`config.mk`:
```
export PLATFORM = sky130hd
export DESIGN_NAME = swing_dual_phase_lfo_unit
export DESIGN_NICKNAME = d
export VERILOG_FILES = /design/src/rtl/dpl_pkg.sv /design/src/rtl/swing_dual_phase_lfo_unit.sv /design/src/rtl/dpl_mul.sv
export SDC_FILE = /design/constraint.sdc
export NUM_CORES = 2
export LEC_CHECK = 0
export ABC_AREA = 0
export BUFFER_PORTS_ARGS = -buffer_cell sky130_fd_sc_hd__buf_2
export CAP_MARGIN = 20
export CORE_ASPECT_RATIO = 0.9
export CORE_MARGIN = 8
export CORE_UTILIZATION = 45
export CTS_CLUSTER_SIZE = 30
export DETAILED_ROUTE_END_ITERATION = 12
export SLEW_MARGIN = 10
export SYNTH_ARGS = -nofsm -noshare
export SYNTH_HDL_FRONTEND = slang
export SYNTH_HIERARCHICAL = 1
export SYNTH_SLANG_ARGS = --single-unit
```
`constraint.sdc`:
```
create_clock -name clock -period 11.1 [get_ports clock]
set_input_delay 1.665 -clock clock [delete_from_list [all_inputs] [get_ports clock]]
set_output_delay 1.665 -clock clock [all_outputs]
set_load 0.005 [all_outputs]
```
`src/rtl/dpl_pkg.sv`:
```
// ----------------------------------------------------------------------------
// dpl_pkg
// Shared widths, register indexes, reset values and constant tables for the
// dual-phase morphing LFO.
// ----------------------------------------------------------------------------
package dpl_pkg;

   // Shared multiplier operand width
   localparam int MUL_W = 32;

   // Default phase accumulator width
   localparam int PHASE_BITS_DEF = 32;

   // Stream field widths
   localparam int CV_W    = 16;
   localparam int LEVEL_W = 16;
   localparam int REQ_W   = 3 * CV_W;
   localparam int RSP_W   = 2 * LEVEL_W;

   // Control register port
   localparam int CSR_IDX_W  = 3;
   localparam int CSR_DATA_W = 31;

   typedef logic [CSR_IDX_W-1:0] csr_idx_type;

   localparam csr_idx_type REG_STEP_PER_HERTZ = 3'd0;
   localparam csr_idx_type REG_FREQ_KNOB      = 3'd1;
   localparam csr_idx_type REG_FREQ_CV_GAIN   = 3'd2;
   localparam csr_idx_type REG_SWING_KNOB     = 3'd3;
   localparam csr_idx_type REG_SWING_CV_GAIN  = 3'd4;
   localparam csr_idx_type REG_SHAPE_KNOB     = 3'd5;
   localparam csr_idx_type REG_SHAPE_CV_GAIN  = 3'd6;

   // Register reset values
   localparam logic [30:0] RST_STEP_PER_HERTZ = 31'd89478;
   localparam logic [13:0] RST_FREQ_KNOB      = 14'd1024;
   localparam logic [15:0] RST_SHAPE_KNOB     = 16'd16384;

   // Exponent limits, 1/1024 octave
   localparam logic signed [17:0] EXP_MIN  = -18'sd8192;
   localparam logic signed [17:0] EXP_MAX  = 18'sd12288;
   localparam logic signed [15:0] EXP_BIAS = 16'sd8192;
   localparam logic [5:0]         SHIFT_BASE = 6'd38;

   // Swing and shape are held in [0, 1.0] Q15
   localparam logic [15:0] UNIT_Q15 = 16'd32768;
   localparam logic [15:0] HALF_Q15 = 16'd16384;

   // Fraction product: unity in Q30, rounding term, last table row
   localparam logic [30:0] M_ONE     = 31'h4000_0000;
   localparam logic [62:0] M_ROUND   = 63'h2000_0000;
   localparam logic [3:0]  FRAC_LAST = 4'd9;

   // Pulse width: 0.01 + 0.29*shape in Q0.32
   localparam logic [31:0] PW_BASE  = 32'd42949673;
   localparam logic [31:0] PW_SLOPE = 32'd1245540516;

   // Waveform constants
   localparam logic [17:0] TRI_TOP  = 18'd131072;
   localparam logic [16:0] RAMP_TOP = 17'd65536;
   localparam logic [15:0] LEVEL_MAX = 16'hFFFF;
   localparam logic [15:0] LEVEL_MID = 16'h8000;

   // 2^(2^k/1024) in Q30
   function automatic logic [30:0] frac_pow(input logic [3:0] k);
      logic [30:0] v;
      case (k)
         4'd0:    v = 31'd1074468888;
         4'd1:    v = 31'd1075196443;
         4'd2:    v = 31'd1076653033;
         4'd3:    v = 31'd1079572136;
         4'd4:    v = 31'd1085434106;
         4'd5:    v = 31'd1097253708;
         4'd6:    v = 31'd1121280436;
         4'd7:    v = 31'd1170923762;
         4'd8:    v = 31'd1276901417;
         4'd9:    v = 31'd1518500250;
         default: v = M_ONE;
      endcase
      return v;
   endfunction

endpackage

```
`src/rtl/swing_dual_phase_lfo_unit.sv`:
```
// ----------------------------------------------------------------------------
// swing_dual_phase_lfo_unit
// Dual-phase morphing LFO with swing. Each request carries three control
// voltages; the unit advances its phase accumulator and returns one averaged
// morphing saw level and one averaged pulse level.
//
//  channel | dir | transfer on           | payload
//  --------+-----+-----------------------+-----------------------------------
//  req_    | in  | req_tvalid&req_tready | freq_cv, swing_cv, shape_cv
//  rsp_    | out | rsp_tvalid&rsp_tready | saw_level, pulse_level
//  csr_    | in  | csr_valid&csr_ready   | register index, write data
//
// The sequencer steps the single shared 32x32 multiplier through the CV,
// exp2 fraction, step, pulse width and waveform products, with one extra
// fraction update for each set bit in the exponent fraction. A new request
// is taken only once the sequencer is back in idle after the previous
// result has been loaded; req_tready is high only while the sequencer is
// idle. The result sits in an output register; a stalled rsp_ side holds the
// sequencer in its final state. Reset is synchronous and clears the phase and
// the registers to their defaults; csr_ writes are always taken.
// ----------------------------------------------------------------------------
module swing_dual_phase_lfo_unit #(
   parameter int PHASE_BITS = dpl_pkg::PHASE_BITS_DEF
) (
   input  logic                               clock,
   input  logic                               reset,
   // req_tdata: freq_cv [15:0], swing_cv [31:16], shape_cv [47:32]
   input  logic                               req_tvalid,
   output logic                               req_tready,
   input  logic [dpl_pkg::REQ_W-1:0]          req_tdata,
   // rsp_tdata: saw_level [15:0], pulse_level [31:16]
   output logic                               rsp_tvalid,
   input  logic                               rsp_tready,
   output logic [dpl_pkg::RSP_W-1:0]          rsp_tdata,
   // control register writes
   input  logic                               csr_valid,
   output logic                               csr_ready,
   input  logic [dpl_pkg::CSR_IDX_W-1:0]      csr_index,
   input  logic [dpl_pkg::CSR_DATA_W-1:0]     csr_data
);

   localparam int PB = PHASE_BITS;

   // Sequencer codes
   localparam logic [3:0] S_IDLE  = 4'd0;
   localparam logic [3:0] S_SWCV  = 4'd1;
   localparam logic [3:0] S_SHCV  = 4'd2;
   localparam logic [3:0] S_SHP   = 4'd3;
   localparam logic [3:0] S_FISS  = 4'd4;
   localparam logic [3:0] S_FUPD  = 4'd5;
   localparam logic [3:0] S_STEP  = 4'd6;
   localparam logic [3:0] S_SHIFT = 4'd7;
   localparam logic [3:0] S_ADV   = 4'd8;
   localparam logic [3:0] S_SA1   = 4'd9;
   localparam logic [3:0] S_SA2   = 4'd10;
   localparam logic [3:0] S_SB1   = 4'd11;
   localparam logic [3:0] S_SB2   = 4'd12;
   localparam logic [3:0] S_FIN   = 4'd13;

   // Control registers
   logic [30:0]        step_per_hertz_ff;
   logic signed [13:0] freq_knob_ff;
   logic signed [16:0] freq_cv_gain_ff;
   logic [15:0]        swing_knob_ff;
   logic signed [16:0] swing_cv_gain_ff;
   logic [15:0]        shape_knob_ff;
   logic signed [16:0] shape_cv_gain_ff;

   // Sequencer and working registers
   logic [3:0]         state_ff;
   logic [3:0]         k_ff;
   logic signed [15:0] swing_cv_ff;
   logic signed [15:0] shape_cv_ff;
   logic [9:0]         frac_ff;
   logic [5:0]         sh_ff;
   logic [15:0]        swing_ff;
   logic [15:0]        shape_ff;
   logic [30:0]        m_ff;
   logic [PB-1:0]      step_ff;
   logic [PB-1:0]      phase_ff;
   logic [PB-1:0]      second_ff;
   logic [31:0]        width_ff;
   logic [31:0]        acc_ff;
   logic [16:0]        saw_a_ff;

   // Output register
   logic                      rsp_tvalid_ff;
   logic [dpl_pkg::RSP_W-1:0] rsp_tdata_ff;

   // Shared multiplier
   logic                                 mul_en;
   logic signed [dpl_pkg::MUL_W-1:0]     mul_a;
   logic signed [dpl_pkg::MUL_W-1:0]     mul_b;
   logic signed [2*dpl_pkg::MUL_W-1:0]   mul_p;

   logic req_xfer;
   logic rsp_load;

   // Request fields
   logic signed [15:0] req_freq_cv;
   logic signed [15:0] req_swing_cv;
   logic signed [15:0] req_shape_cv;

   assign req_freq_cv  = $signed(req_tdata[15:0]);
   assign req_swing_cv = $signed(req_tdata[31:16]);
   assign req_shape_cv = $signed(req_tdata[47:32]);

   assign req_tready = (state_ff == S_IDLE);
   assign req_xfer   = req_tvalid && req_tready;
   assign csr_ready  = 1'b1;

   // ---------------------------------------------------------------------
   // Control register writes; indexes past the list are dropped
   always_ff @(posedge clock) begin
      if (reset) begin
         step_per_hertz_ff <= dpl_pkg::RST_STEP_PER_HERTZ;
         freq_knob_ff      <= $signed(dpl_pkg::RST_FREQ_KNOB);
         freq_cv_gain_ff   <= '0;
         swing_knob_ff     <= '0;
         swing_cv_gain_ff  <= '0;
         shape_knob_ff     <= dpl_pkg::RST_SHAPE_KNOB;
         shape_cv_gain_ff  <= '0;
      end else if (csr_valid) begin
         case (csr_index)
            dpl_pkg::REG_STEP_PER_HERTZ: step_per_hertz_ff <= csr_data[30:0];
            dpl_pkg::REG_FREQ_KNOB:      freq_knob_ff      <= $signed(csr_data[13:0]);
            dpl_pkg::REG_FREQ_CV_GAIN:   freq_cv_gain_ff   <= $signed(csr_data[16:0]);
            dpl_pkg::REG_SWING_KNOB:     swing_knob_ff     <= csr_data[15:0];
            dpl_pkg::REG_SWING_CV_GAIN:  swing_cv_gain_ff  <= $signed(csr_data[16:0]);
            dpl_pkg::REG_SHAPE_KNOB:     shape_knob_ff     <= csr_data[15:0];
            dpl_pkg::REG_SHAPE_CV_GAIN:  shape_cv_gain_ff  <= $signed(csr_data[16:0]);
            default: ;
         endcase
      end
   end

   // ---------------------------------------------------------------------
   // Frequency exponent from the freq CV product: floor(prod*10/2^20)
   logic signed [32:0] fcv_prod;
   logic signed [36:0] fcv_x10;
   logic signed [16:0] fcv_oct;
   logic signed [17:0] e_sum;
   logic signed [15:0] e_cl;
   logic [14:0]        e_bias;
   logic [4:0]         oct_idx;
   logic [5:0]         sh_in;

   always_comb begin
      fcv_prod = $signed(mul_p[32:0]);
      fcv_x10  = (37'(fcv_prod) <<< 3) + (37'(fcv_prod) <<< 1);
      fcv_oct  = $signed(fcv_x10[36:20]);
      e_sum    = 18'(freq_knob_ff) + 18'(fcv_oct);
      if (e_sum < dpl_pkg::EXP_MIN) begin
         e_cl = 16'(dpl_pkg::EXP_MIN);
      end else if (e_sum > dpl_pkg::EXP_MAX) begin
         e_cl = 16'(dpl_pkg::EXP_MAX);
      end else begin
         e_cl = 16'(e_sum);
      end
      e_bias  = 15'(e_cl + dpl_pkg::EXP_BIAS);
      oct_idx = e_bias[14:10];
      sh_in   = dpl_pkg::SHIFT_BASE - 6'(oct_idx);
   end

   // ---------------------------------------------------------------------
   // Knob plus scaled CV, clamped to [0, 1.0]; swing and shape share this
   logic [15:0]        kc_knob;
   logic signed [17:0] kc_cv;
   logic signed [18:0] kc_sum;
   logic [15:0]        kc_in;

   always_comb begin
      kc_knob = (state_ff == S_SHCV) ? swing_knob_ff : shape_knob_ff;
      kc_cv   = $signed(mul_p[32:15]);
      kc_sum  = $signed({3'b000, kc_knob}) + 19'(kc_cv);
      if (kc_sum < 19'sd0) begin
         kc_in = '0;
      end else if (kc_sum > $signed({3'b000, dpl_pkg::UNIT_Q15})) begin
         kc_in = dpl_pkg::UNIT_Q15;
      end else begin
         kc_in = kc_sum[15:0];
      end
   end

   // ---------------------------------------------------------------------
   // Fraction update with rounding, step shift and saturation
   logic [62:0] m_rnd;
   logic [30:0] m_in;
   logic [61:0] stp_sh;
   logic [30:0] stp_sat;
   logic [PB-1:0] step_in;

   always_comb begin
      m_rnd   = 63'(mul_p[61:0]) + dpl_pkg::M_ROUND;
      m_in    = m_rnd[60:30];
      stp_sh  = mul_p[61:0] >> sh_ff;
      stp_sat = (|stp_sh[61:31]) ? '1 : stp_sh[30:0];
   end

   // Rescale Q0.32 values and phase offsets to the accumulator width
   logic [PB-1:0] sw_off;
   logic [PB-1:0] half_turn;
   logic [31:0]   phase_q32;
   logic [31:0]   second_q32;

   assign half_turn = PB'(1) << (PB - 1);

   if (PB >= 32) begin : g_wide
      assign step_in    = PB'(stp_sat) << (PB - 32);
      assign phase_q32  = phase_ff[PB-1 -: 32];
      assign second_q32 = second_ff[PB-1 -: 32];
   end else begin : g_narrow
      assign step_in    = PB'(stp_sat >> (32 - PB));
      assign phase_q32  = 32'(phase_ff) << (32 - PB);
      assign second_q32 = 32'(second_ff) << (32 - PB);
   end

   if (PB >= 17) begin : g_off_wide
      assign sw_off = PB'(swing_ff) << (PB - 17);
   end else begin : g_off_narrow
      assign sw_off = PB'(swing_ff >> 1);
   end

   // ---------------------------------------------------------------------
   // Waveform operands: saw/triangle blend below half shape, triangle/ramp
   // blend above
   logic        use_b;
   logic [15:0] wav_p;
   logic [16:0] wav_tri;
   logic [16:0] wav_ramp;
   logic [16:0] wav_x;
   logic [16:0] wav_y;
   logic [16:0] shape_x2;
   logic [15:0] coef_m;
   logic [15:0] coef_inv;

   always_comb begin
      use_b    = (state_ff == S_SB1) || (state_ff == S_SB2);
      wav_p    = use_b ? second_ff[PB-1 -: 16] : phase_ff[PB-1 -: 16];
      wav_tri  = wav_p[15] ? 17'(dpl_pkg::TRI_TOP - {1'b0, wav_p, 1'b0}) : {wav_p, 1'b0};
      wav_ramp = dpl_pkg::RAMP_TOP - 17'(wav_p);
      shape_x2 = {shape_ff, 1'b0};
      if (shape_ff < dpl_pkg::HALF_Q15) begin
         wav_x  = 17'(wav_p);
         wav_y  = wav_tri;
         coef_m = shape_x2[15:0];
      end else begin
         wav_x  = wav_tri;
         wav_y  = wav_ramp;
         coef_m = 16'(shape_x2 - 17'(dpl_pkg::UNIT_Q15));
      end
      coef_inv = dpl_pkg::UNIT_Q15 - coef_m;
   end

   // Accumulated blend, Q15 down to level
   logic [31:0] saw_sum;
   logic [16:0] saw_val;

   assign saw_sum = acc_ff + mul_p[31:0];
   assign saw_val = saw_sum[31:15];

   // ---------------------------------------------------------------------
   // Multiplier operand selection
   always_comb begin
      mul_en = 1'b0;
      mul_a  = '0;
      mul_b  = '0;
      case (state_ff)
         S_IDLE: begin
            mul_en = req_xfer;
            mul_a  = 32'(req_freq_cv);
            mul_b  = 32'(freq_cv_gain_ff);
         end
         S_SWCV: begin
            mul_en = 1'b1;
            mul_a  = 32'(swing_cv_ff);
            mul_b  = 32'(swing_cv_gain_ff);
         end
         S_SHCV: begin
            mul_en = 1'b1;
            mul_a  = 32'(shape_cv_ff);
            mul_b  = 32'(shape_cv_gain_ff);
         end
         S_FISS: begin
            mul_en = frac_ff[k_ff];
            mul_a  = $signed(32'(m_ff));
            mul_b  = $signed(32'(dpl_pkg::frac_pow(k_ff)));
         end
         S_STEP: begin
            mul_en = 1'b1;
            mul_a  = $signed(32'(step_per_hertz_ff));
            mul_b  = $signed(32'(m_ff));
         end
         S_ADV: begin
            mul_en = 1'b1;
            mul_a  = $signed(32'(shape_ff));
            mul_b  = $signed(dpl_pkg::PW_SLOPE);
         end
         S_SA1, S_SB1: begin
            mul_en = 1'b1;
            mul_a  = $signed(32'(wav_x));
            mul_b  = $signed(32'(coef_inv));
         end
         S_SA2, S_SB2: begin
            mul_en = 1'b1;
            mul_a  = $signed(32'(wav_y));
            mul_b  = $signed(32'(coef_m));
         end
         default: ;
      endcase
   end

   dpl_mul u_mul (
      .clock  (clock),
      .mul_en (mul_en),
      .mul_a  (mul_a),
      .mul_b  (mul_b),
      .mul_p  (mul_p)
   );

   // ---------------------------------------------------------------------
   // Result: averaged saw and averaged pulse of both phases
   logic [17:0] avg_sum;
   logic [15:0] saw_level_in;
   logic        pulse_a;
   logic        pulse_b;
   logic [15:0] pulse_level_in;

   always_comb begin
      avg_sum      = 18'(saw_a_ff) + 18'(saw_val) + 18'd1;
      saw_level_in = avg_sum[17] ? dpl_pkg::LEVEL_MAX
                   : (avg_sum[16:1] == 16'd0 && avg_sum[17:1] != 17'd0)
                     ? dpl_pkg::LEVEL_MAX : avg_sum[16:1];
      pulse_a      = phase_q32 < width_ff;
      pulse_b      = second_q32 < width_ff;
      if (pulse_a && pulse_b) begin
         pulse_level_in = dpl_pkg::LEVEL_MAX;
      end else if (pulse_a || pulse_b) begin
         pulse_level_in = dpl_pkg::LEVEL_MID;
      end else begin
         pulse_level_in = '0;
      end
   end

   assign rsp_load = (state_ff == S_FIN) && (!rsp_tvalid_ff || rsp_tready);

   // ---------------------------------------------------------------------
   // Sequencer
   always_ff @(posedge clock) begin
      if (reset) begin
         state_ff <= S_IDLE;
      end else begin
         case (state_ff)
            S_IDLE:  if (req_xfer) state_ff <= S_SWCV;
            S_SWCV:  state_ff <= S_SHCV;
            S_SHCV:  state_ff <= S_SHP;
            S_SHP:   state_ff <= S_FISS;
            S_FISS: begin
               if (frac_ff[k_ff]) begin
                  state_ff <= S_FUPD;
               end else if (k_ff == dpl_pkg::FRAC_LAST) begin
                  state_ff <= S_STEP;
               end
            end
            S_FUPD:  state_ff <= (k_ff == dpl_pkg::FRAC_LAST) ? S_STEP : S_FISS;
            S_STEP:  state_ff <= S_SHIFT;
            S_SHIFT: state_ff <= S_ADV;
            S_ADV:   state_ff <= S_SA1;
            S_SA1:   state_ff <= S_SA2;
            S_SA2:   state_ff <= S_SB1;
            S_SB1:   state_ff <= S_SB2;
            S_SB2:   state_ff <= S_FIN;
            S_FIN:   if (rsp_load) state_ff <= S_IDLE;
            default: state_ff <= S_IDLE;
         endcase
      end
   end

   // Fraction bit counter
   always_ff @(posedge clock) begin
      if (req_xfer) begin
         k_ff <= '0;
      end else if ((state_ff == S_FISS && !frac_ff[k_ff] && k_ff != dpl_pkg::FRAC_LAST)
                || (state_ff == S_FUPD && k_ff != dpl_pkg::FRAC_LAST)) begin
         k_ff <= k_ff + 4'd1;
      end
   end

   // Working registers, loaded as products come back
   always_ff @(posedge clock) begin
      if (req_xfer) begin
         swing_cv_ff <= req_swing_cv;
         shape_cv_ff <= req_shape_cv;
         m_ff        <= dpl_pkg::M_ONE;
      end
      case (state_ff)
         S_SWCV: begin
            frac_ff <= e_bias[9:0];
            sh_ff   <= sh_in;
         end
         S_SHCV:  swing_ff <= kc_in;
         S_SHP:   shape_ff <= kc_in;
         S_FUPD:  m_ff     <= m_in;
         S_SHIFT: step_ff  <= step_in;
         S_SA1: begin
            width_ff  <= dpl_pkg::PW_BASE + mul_p[46:15];
            second_ff <= phase_ff + half_turn - sw_off;
         end
         S_SA2:   acc_ff   <= mul_p[31:0];
         S_SB1:   saw_a_ff <= saw_val;
         S_SB2:   acc_ff   <= mul_p[31:0];
         default: ;
      endcase
   end

   // Phase accumulator
   always_ff @(posedge clock) begin
      if (reset) begin
         phase_ff <= '0;
      end else if (state_ff == S_ADV) begin
         phase_ff <= phase_ff + step_ff;
      end
   end

   // Output register
   always_ff @(posedge clock) begin
      if (reset) begin
         rsp_tvalid_ff <= 1'b0;
      end else if (rsp_load) begin
         rsp_tvalid_ff <= 1'b1;
      end else if (rsp_tready) begin
         rsp_tvalid_ff <= 1'b0;
      end
   end

   always_ff @(posedge clock) begin
      if (rsp_load) begin
         rsp_tdata_ff <= {pulse_level_in, saw_level_in};
      end
   end

   assign rsp_tvalid = rsp_tvalid_ff;
   assign rsp_tdata  = rsp_tdata_ff;

`ifndef SYNTHESIS
   // One request in flight at a time
   a_single_item: assert property (@(posedge clock) disable iff (reset)
      req_tvalid && req_tready |=> !req_tready)
      else $error("request accepted while another was in flight");

   // Fraction product stays in [1.0, 2.0) Q30 while working
   a_frac_range: assert property (@(posedge clock) disable iff (reset)
      (state_ff != S_IDLE) |-> m_ff[30])
      else $error("exp2 fraction product left its range");

   // Fraction counter never passes the last table row
   a_frac_count: assert property (@(posedge clock) disable iff (reset)
      (state_ff == S_FISS || state_ff == S_FUPD) |-> (k_ff <= dpl_pkg::FRAC_LAST))
      else $error("fraction counter overran the table");

   // A new result appears only out of the final state
   a_rsp_source: assert property (@(posedge clock) disable iff (reset)
      $rose(rsp_tvalid) |-> ($past(state_ff) == S_FIN))
      else $error("result raised outside the final state");
`endif

endmodule

```
`src/rtl/dpl_mul.sv`:
```
// ----------------------------------------------------------------------------
// dpl_mul
// Shared signed multiplier with a registered product. The product register
// loads only when an operation is issued, so a result holds until consumed.
// ----------------------------------------------------------------------------
module dpl_mul (
   input  logic                                  clock,
   input  logic                                  mul_en,
   input  logic signed [dpl_pkg::MUL_W-1:0]      mul_a,
   input  logic signed [dpl_pkg::MUL_W-1:0]      mul_b,
   output logic signed [2*dpl_pkg::MUL_W-1:0]    mul_p
);

   logic signed [2*dpl_pkg::MUL_W-1:0] mul_p_ff;

   // Product register
   always_ff @(posedge clock) begin
      if (mul_en) begin
         mul_p_ff <= mul_a * mul_b;
      end
   end

   assign mul_p = mul_p_ff;

endmodule
```
# Word-level counts from Yosys, hierarchy flattened
# Memories as Yosys holds them, arrays and structs flattened. A register that Yosys moved wholly into a read port is not among the register bits.
# Cells that the tools add are included.
# W data, S select, Z words.
[op_classes] eq_ne=24 muxes=28 n_addsub=18 order_cmp=8 shifts=1 n_reduce_logical=32 mul=1
[ops] cell="$pmux W32 S8" count=2
[ops] cell="$mux W16" count=6
[ops] cell="$lt A32 B32 Y1" count=2
[ops] cell="$mul A32 B32 Y62" count=1
[ops] cell="$mux W31" count=2
[ops] cell="$shr A62 B6 Y62" count=1
[ops] cell="$add A61 B30 Y61 const B" count=1
[ops] cell="$pmux W4 S14" count=1
[ops] cell="$mux W17" count=3
[ops] cell="$add A36 B34 Y37" count=1
[ops] cell="$add A26 B32 Y32 const A" count=1
[ops] cell="$add A32 B31 Y32" count=1
[ops] cell="$add A32 B32 Y32" count=1
[ops] cell="$add A32 B32 Y32 const B" count=1
[ops] cell="$sub A32 B31 Y32" count=1
[ops] cell="$reduce_or A31 Y1" count=1
[ops] cell="$mux W15" count=2
[ops] cell="$eq A4 B4 Y1 const B" count=7
[ops] cell="$mux W4" count=6
[ops] cell="$add A17 B18 Y19" count=1
[ops] cell="$gt A19 B17 Y1 const B" count=1
[ops] cell="$lt A19 B1 Y1 const B" count=1
[ops] cell="$add A14 B17 Y18" count=1
[ops] cell="$add A17 B17 Y18" count=1
[ops] cell="other kinds (38)" count=66
[word_totals] wordCells=139 mem_bits_ro=464 regBits=518 memories=1 inputBits=87
[memory_table] name="(no name shown)" words=16 width=29 read_ports=1 rd_clocked_by_memory_dff=1 write_ports=0 line="dpl_pkg.sv:67" text="case (k)"

# Logic depth before layout (Yosys ltp)
[depth] ltp_word=8 depth_mapped=41

# Hierarchy
# Netlist, hierarchy kept.
[by_module_without_submodules] mod="dpl_mul" area_per_inst_um2=38767.2 cells_per_inst=4096 n_inst=1 seq_area_each_um2=1921.8
[by_module_without_submodules] mod="swing_dual_phase_lfo_unit" area_per_inst_um2=33101.7 cells_per_inst=3713 n_inst=1 seq_area_each_um2=12161.7

# Worst setup path after synthesis
# Ideal clock, no wire load.
[synth_timing] path_kind="reg-to-reg" from="register state_ff[0]" to="register, netlist name u_mul/mul_p[63]" stages_incl_launch_ff=38 n_path_buf=7 slack_ns=0.515 required_time_ns=10.840 t_arrival_ns=10.325 setup_ns=0.260 cell_sequence="dfxtp_1 clkbuf_1 clkbuf_1 clkbuf_1 clkbuf_1 nand3b_1 clkinv_1 clkbuf_1 a221oi_1 o211ai_1 clkbuf_1 nand2_1 inv_1 fa_1 inv_1 fa_1 inv_1 fa_1 (+2 left out) fa_1 inv_1 fa_1 inv_1 fa_1 inv_1 fa_1 ha_1 clkbuf_1 a21o_1 a21o_1 a21o_1 a21o_1 a221oi_1 o31ai_2 a41oi_1 a21oi_1 xnor2_1"
[synth_rtl] element="start, declared" line="swing_dual_phase_lfo_unit.sv:70" text="logic [3:0] state_ff;"
[synth_rtl] element="start signal, assigned" line="swing_dual_phase_lfo_unit.sv:365" text="S_FUPD: state_ff <= (k_ff == dpl_pkg::FRAC_LAST) ? S_STEP : S_FISS;"

# Worst setup path after layout
[layout_timing] from="register state_ff[0]" to="register u_mul.mul_p_ff (netlist bit u_mul/mul_p[56]) (data pin)"
[layout_between] elab_chain_len=8 elab_cells_between_ends=22
[layout_rtl] element="$eq A4 B4 Y1" line="swing_dual_phase_lfo_unit.sv:238, swing_dual_phase_lfo_unit.sv:268"
[layout_rtl] element="$logic_or A1 B1 Y1" line="swing_dual_phase_lfo_unit.sv:238" text="use_b = (state_ff == S_SB1) || (state_ff == S_SB2);"
[layout_rtl] element="$mux W16" line="swing_dual_phase_lfo_unit.sv:239" text="wav_p = use_b ? second_ff[PB-1 -: 16] : phase_ff[PB-1 -: 16];"
[layout_rtl] element="$sub A1 B17 Y17" line="swing_dual_phase_lfo_unit.sv:240" text="wav_tri = wav_p[15] ? 17'(dpl_pkg::TRI_TOP - {1'b0, wav_p, 1'b0}) : {wav_p, 1'b0};"
[layout_rtl] element="$mux W17" line="swing_dual_phase_lfo_unit.sv:240"
[layout_rtl] element="$mux W17" line="swing_dual_phase_lfo_unit.sv:243" text="if (shape_ff < dpl_pkg::HALF_Q15) begin"
[layout_rtl] element="$pmux W32 S8 (*)" line="swing_dual_phase_lfo_unit.sv:268" text="case (state_ff)"
[layout_rtl] element="named net mul_a, one bit" line="swing_dual_phase_lfo_unit.sv:92" text="logic signed [dpl_pkg::MUL_W-1:0] mul_a;"
[layout_rtl] element="$mul A32 B32 Y62 (*)" line="dpl_mul.sv:19" text="mul_p_ff <= mul_a * mul_b;"
[layout_rtl] element="end signal, assigned" line="dpl_mul.sv:19"
[layout_rtl] element="end, declared" line="dpl_mul.sv:14" text="logic signed [2*dpl_pkg::MUL_W-1:0] mul_p_ff;"
# The timed path passes the listed nets; every way through them passes the cells marked *.
# A chain may end at the register's enable or synchronous reset.

==> key figures <==
Run status
  – Outcome: finished, final reports clean

Finish
  – Fin util: 48.89%
  – Area Growth Syn to Fin: 7.865%
  – Area occupied by multi-input gates: between 50000 and 60000 µm²
  – Register area: 14020 µm²
  – Share of cells above drive strength 1: 7.469%
  – Final Net Count: 9342
  – Fin cells: 9884
  – Finished layout cell area: 76910 µm²
  – Fillcell total: 14850

Synth
  – Syn. warnings: 6
  – Post-synthesis instance total: 7751
  – Synthesized net count: 9364
  – Syn Area/Cell: 9.198 µm²
  – Synth Cell Area: between 70000 and 80000 µm²

Drt
  – ANT nets after route: 0
  – Drt first pass iters: 6
  – Drt first-iter violations: approximately 5300
  – Final wirelength: approximately 230 mm
  – Via Count: around 56000
  – Drt wl/cell: 23.24 µm
  – Drt via density: 5.646
  – DRC Markers: 0

Placed design
  – Placed cells: 9766
  – Placer's final routability congestion estimate: 0.9641
  – Port Buf Inserts: 120
  – Placed Area: 74790 µm²
  – HPWL Detailed: between 150 and 200 mm

STA
  – Fmax: 94.63 MHz
  – Final Skew: between 30 and 40 ps
  – Slew HR: 22.73%
  – Final Setup Violations: 0
  – Crit path time final: 10570 ps
  – Fin Hold WS: 453.5 ps
  – Slew @ Worst Pin: 1156 ps
  – Period utilisation layout: 95.21%
  – Max Slew Vio Count: 0
  – Final hold viol count: 0
  – RSZ-0062 raised after global routing: false
  – Setup TNS Final: 0 ps

Setup path
  – R2R depth: 37
  – Crit path max fanout: 32
  – Startpoint Class: flip-flop
  – Buffer and inverter count on the worst path: 7
  – CP delay by family, top: adder cells
  – Worst Setup End Kind: flip-flop
  – WS Path Type: reg2reg
  – Arrival @ worst endpoint: around 11000 ps
  – Worst r2r dst: u_mul/mul_p[56]
  – Reg-to-reg critical path startpoint: state_ff[0]
  – Most used cell, CP: fa_1
  – Worst Setup SP: state_ff[0]
  – CP max stage delay: 580 ps
  – FF-to-FF setup slack: 530 ps
  – CP max stage cell: fa_1
  – CP required: 11490 ps

CTS
  – CTS Sinks: 533
  – Root Driver: clkbuf_16
  – Clk pin slew, worst setup/hold paths: roughly 60 ps
  – CTS tree: built
  – Worst-skew pair later-pin latency: 670 ps
  – H-tree depth: 2
  – CTS buffer count: slightly below 60
  – Clock tree buffer depth: 3
  – Cts hold-fix bufs: 0

Pwr
  – Leak pwr: 0.03584 µW
  – Max IR drop VDD: 426.9 µV
  – PD cells: 307.2 nW/µm²

Hold path
  – HP Class: reg2reg
  – Hold endpoint: shape_knob_ff[1]
  – Hold Crit Depth: 2
  – Min-delay src: shape_knob_ff[1]

Global routing
  – Initial antenna violation count: 9
  – Total track usage: 26.24%
  – Vias in the first global route: 56080
  – Largest net degree at the start of global routing: 77
  – First-pass GRT wire length: 350.9 mm
  – GRT Residual Overflow: 0

Floorplan
  – Cell Rows: 138
  – Initial Utilization: 45.33%
  – Die span in y: 393.6 µm
  – Die width: ~440 µm
  – DIE AREA: 171400 µm²
  – I/O pin count: 122
  – Core ar.: 157300 µm²

Job
  – Max cap viols: 0
-- final cells by class --
type / count / area share, %
clock buffers: 76 / 2.149
diodes: 5 / 0.01627
flip-flops and latches: 533 / 18.23
clock inverters: 34 / 0.4637
repair buffers: 337 / 3.340
well taps: 2100 / 3.417
multi-input cells: 5586 / 66.46
inverters: 1213 / 5.920
-- how the worst max path moves through the flow --
stage	end	slack, ps	depth (start not counted)
6_report	u_mul/mul_p[56]	530	37
5_1_grt	u_mul/mul_p[60]	20	36
4_1_cts	u_mul/mul_p[61]	150	38
3_5_place_dp	u_mul/mul_p[61]	210	38
3_3_place_gp	u_mul/mul_p[61]	180	40
2_1_floorplan	u_mul/mul_p[61]	670	37
-- where the power goes --
| group | internal [µW] | total (µW) | leakage [µW] | switching, µW |
|---|---|---|---|---|
| Clock | 1170 | 2050 | 0.000986 | 880 |
| Combinational | 6830 | 18300 | 0.0301 | 11400 |
| Sequential | 2920 | 3300 | 0.00475 | 382 |
| Total | 10900 | 23600 | 0.0358 | 12700 |
-- placed cells by master, fill, tap and decap left out, types with 42 or more instances in the layout --
master	n
inv_1	1207
nand2_1	1145
fa_1	1077
and2_1	542
ha_1	448
a21oi_1	391
edfxtp_1	335
nor2_1	329
dfxtp_1	198
o21ai_0	197
buf_4	191
xnor2_1	141
a21o_1	128
buf_2	119
xor2_1	105
nand3_1	89
nor3_1	72
clkbuf_16	61
nand2b_1	56
mux2i_1	55
nand4_1	53
a22oi_1	53
mux4_2	49
a211oi_1	48
nor2b_1	45
o211ai_1	42
-- worst reg2reg max path, delay by kind of cell (launching register included) --
kind                       cells  cell delay, ps
xor gates and xnor gates       2             250
and+or+nand+nor                5            1420
adders and majority gates     10            4760
buffers and inverters          7             870
DFF                            1             430
AOI/OAI and AO/OA             13            2560
-- stage by stage --
step	total power (µW)	setup slack, ps
after floorplan	16230	673.0
after global placement	21350	184.6
after detailed placement	21440	211.4
after CTS	23630	146.0
after global routing	25850	24.81
final	23630	532.2
-- what timing repair did --
| action | in CTS | in global routing |
|---|---|---|
| buffers inserted | 0 | 2 |
| endpoints found under the setup margin | 0 | 23 |
| gates resized for setup | 0 | 12 |
-- layer usage --
metal,vias to the layer above,routed length (µm),track usage [%]
met5,-,0,0
met4,0,8728,8.638
met3,382,18850,4.467
met2,2271,101900,40.34
met1,28160,100300,37.74
li1,24990,-,-
-- flip-flops by register name (all words and copies together), names as in the netlist, 18 cells and up, named ones only --
signal,flops
acc_ff,32
m_ff,31
phase_ff,32
rsp_tdata,18
second_ff,32
step_ff,31
step_per_hertz_ff,31
u_mul/mul_p,62
width_ff,32
Power figures use the tool's default switching activity.
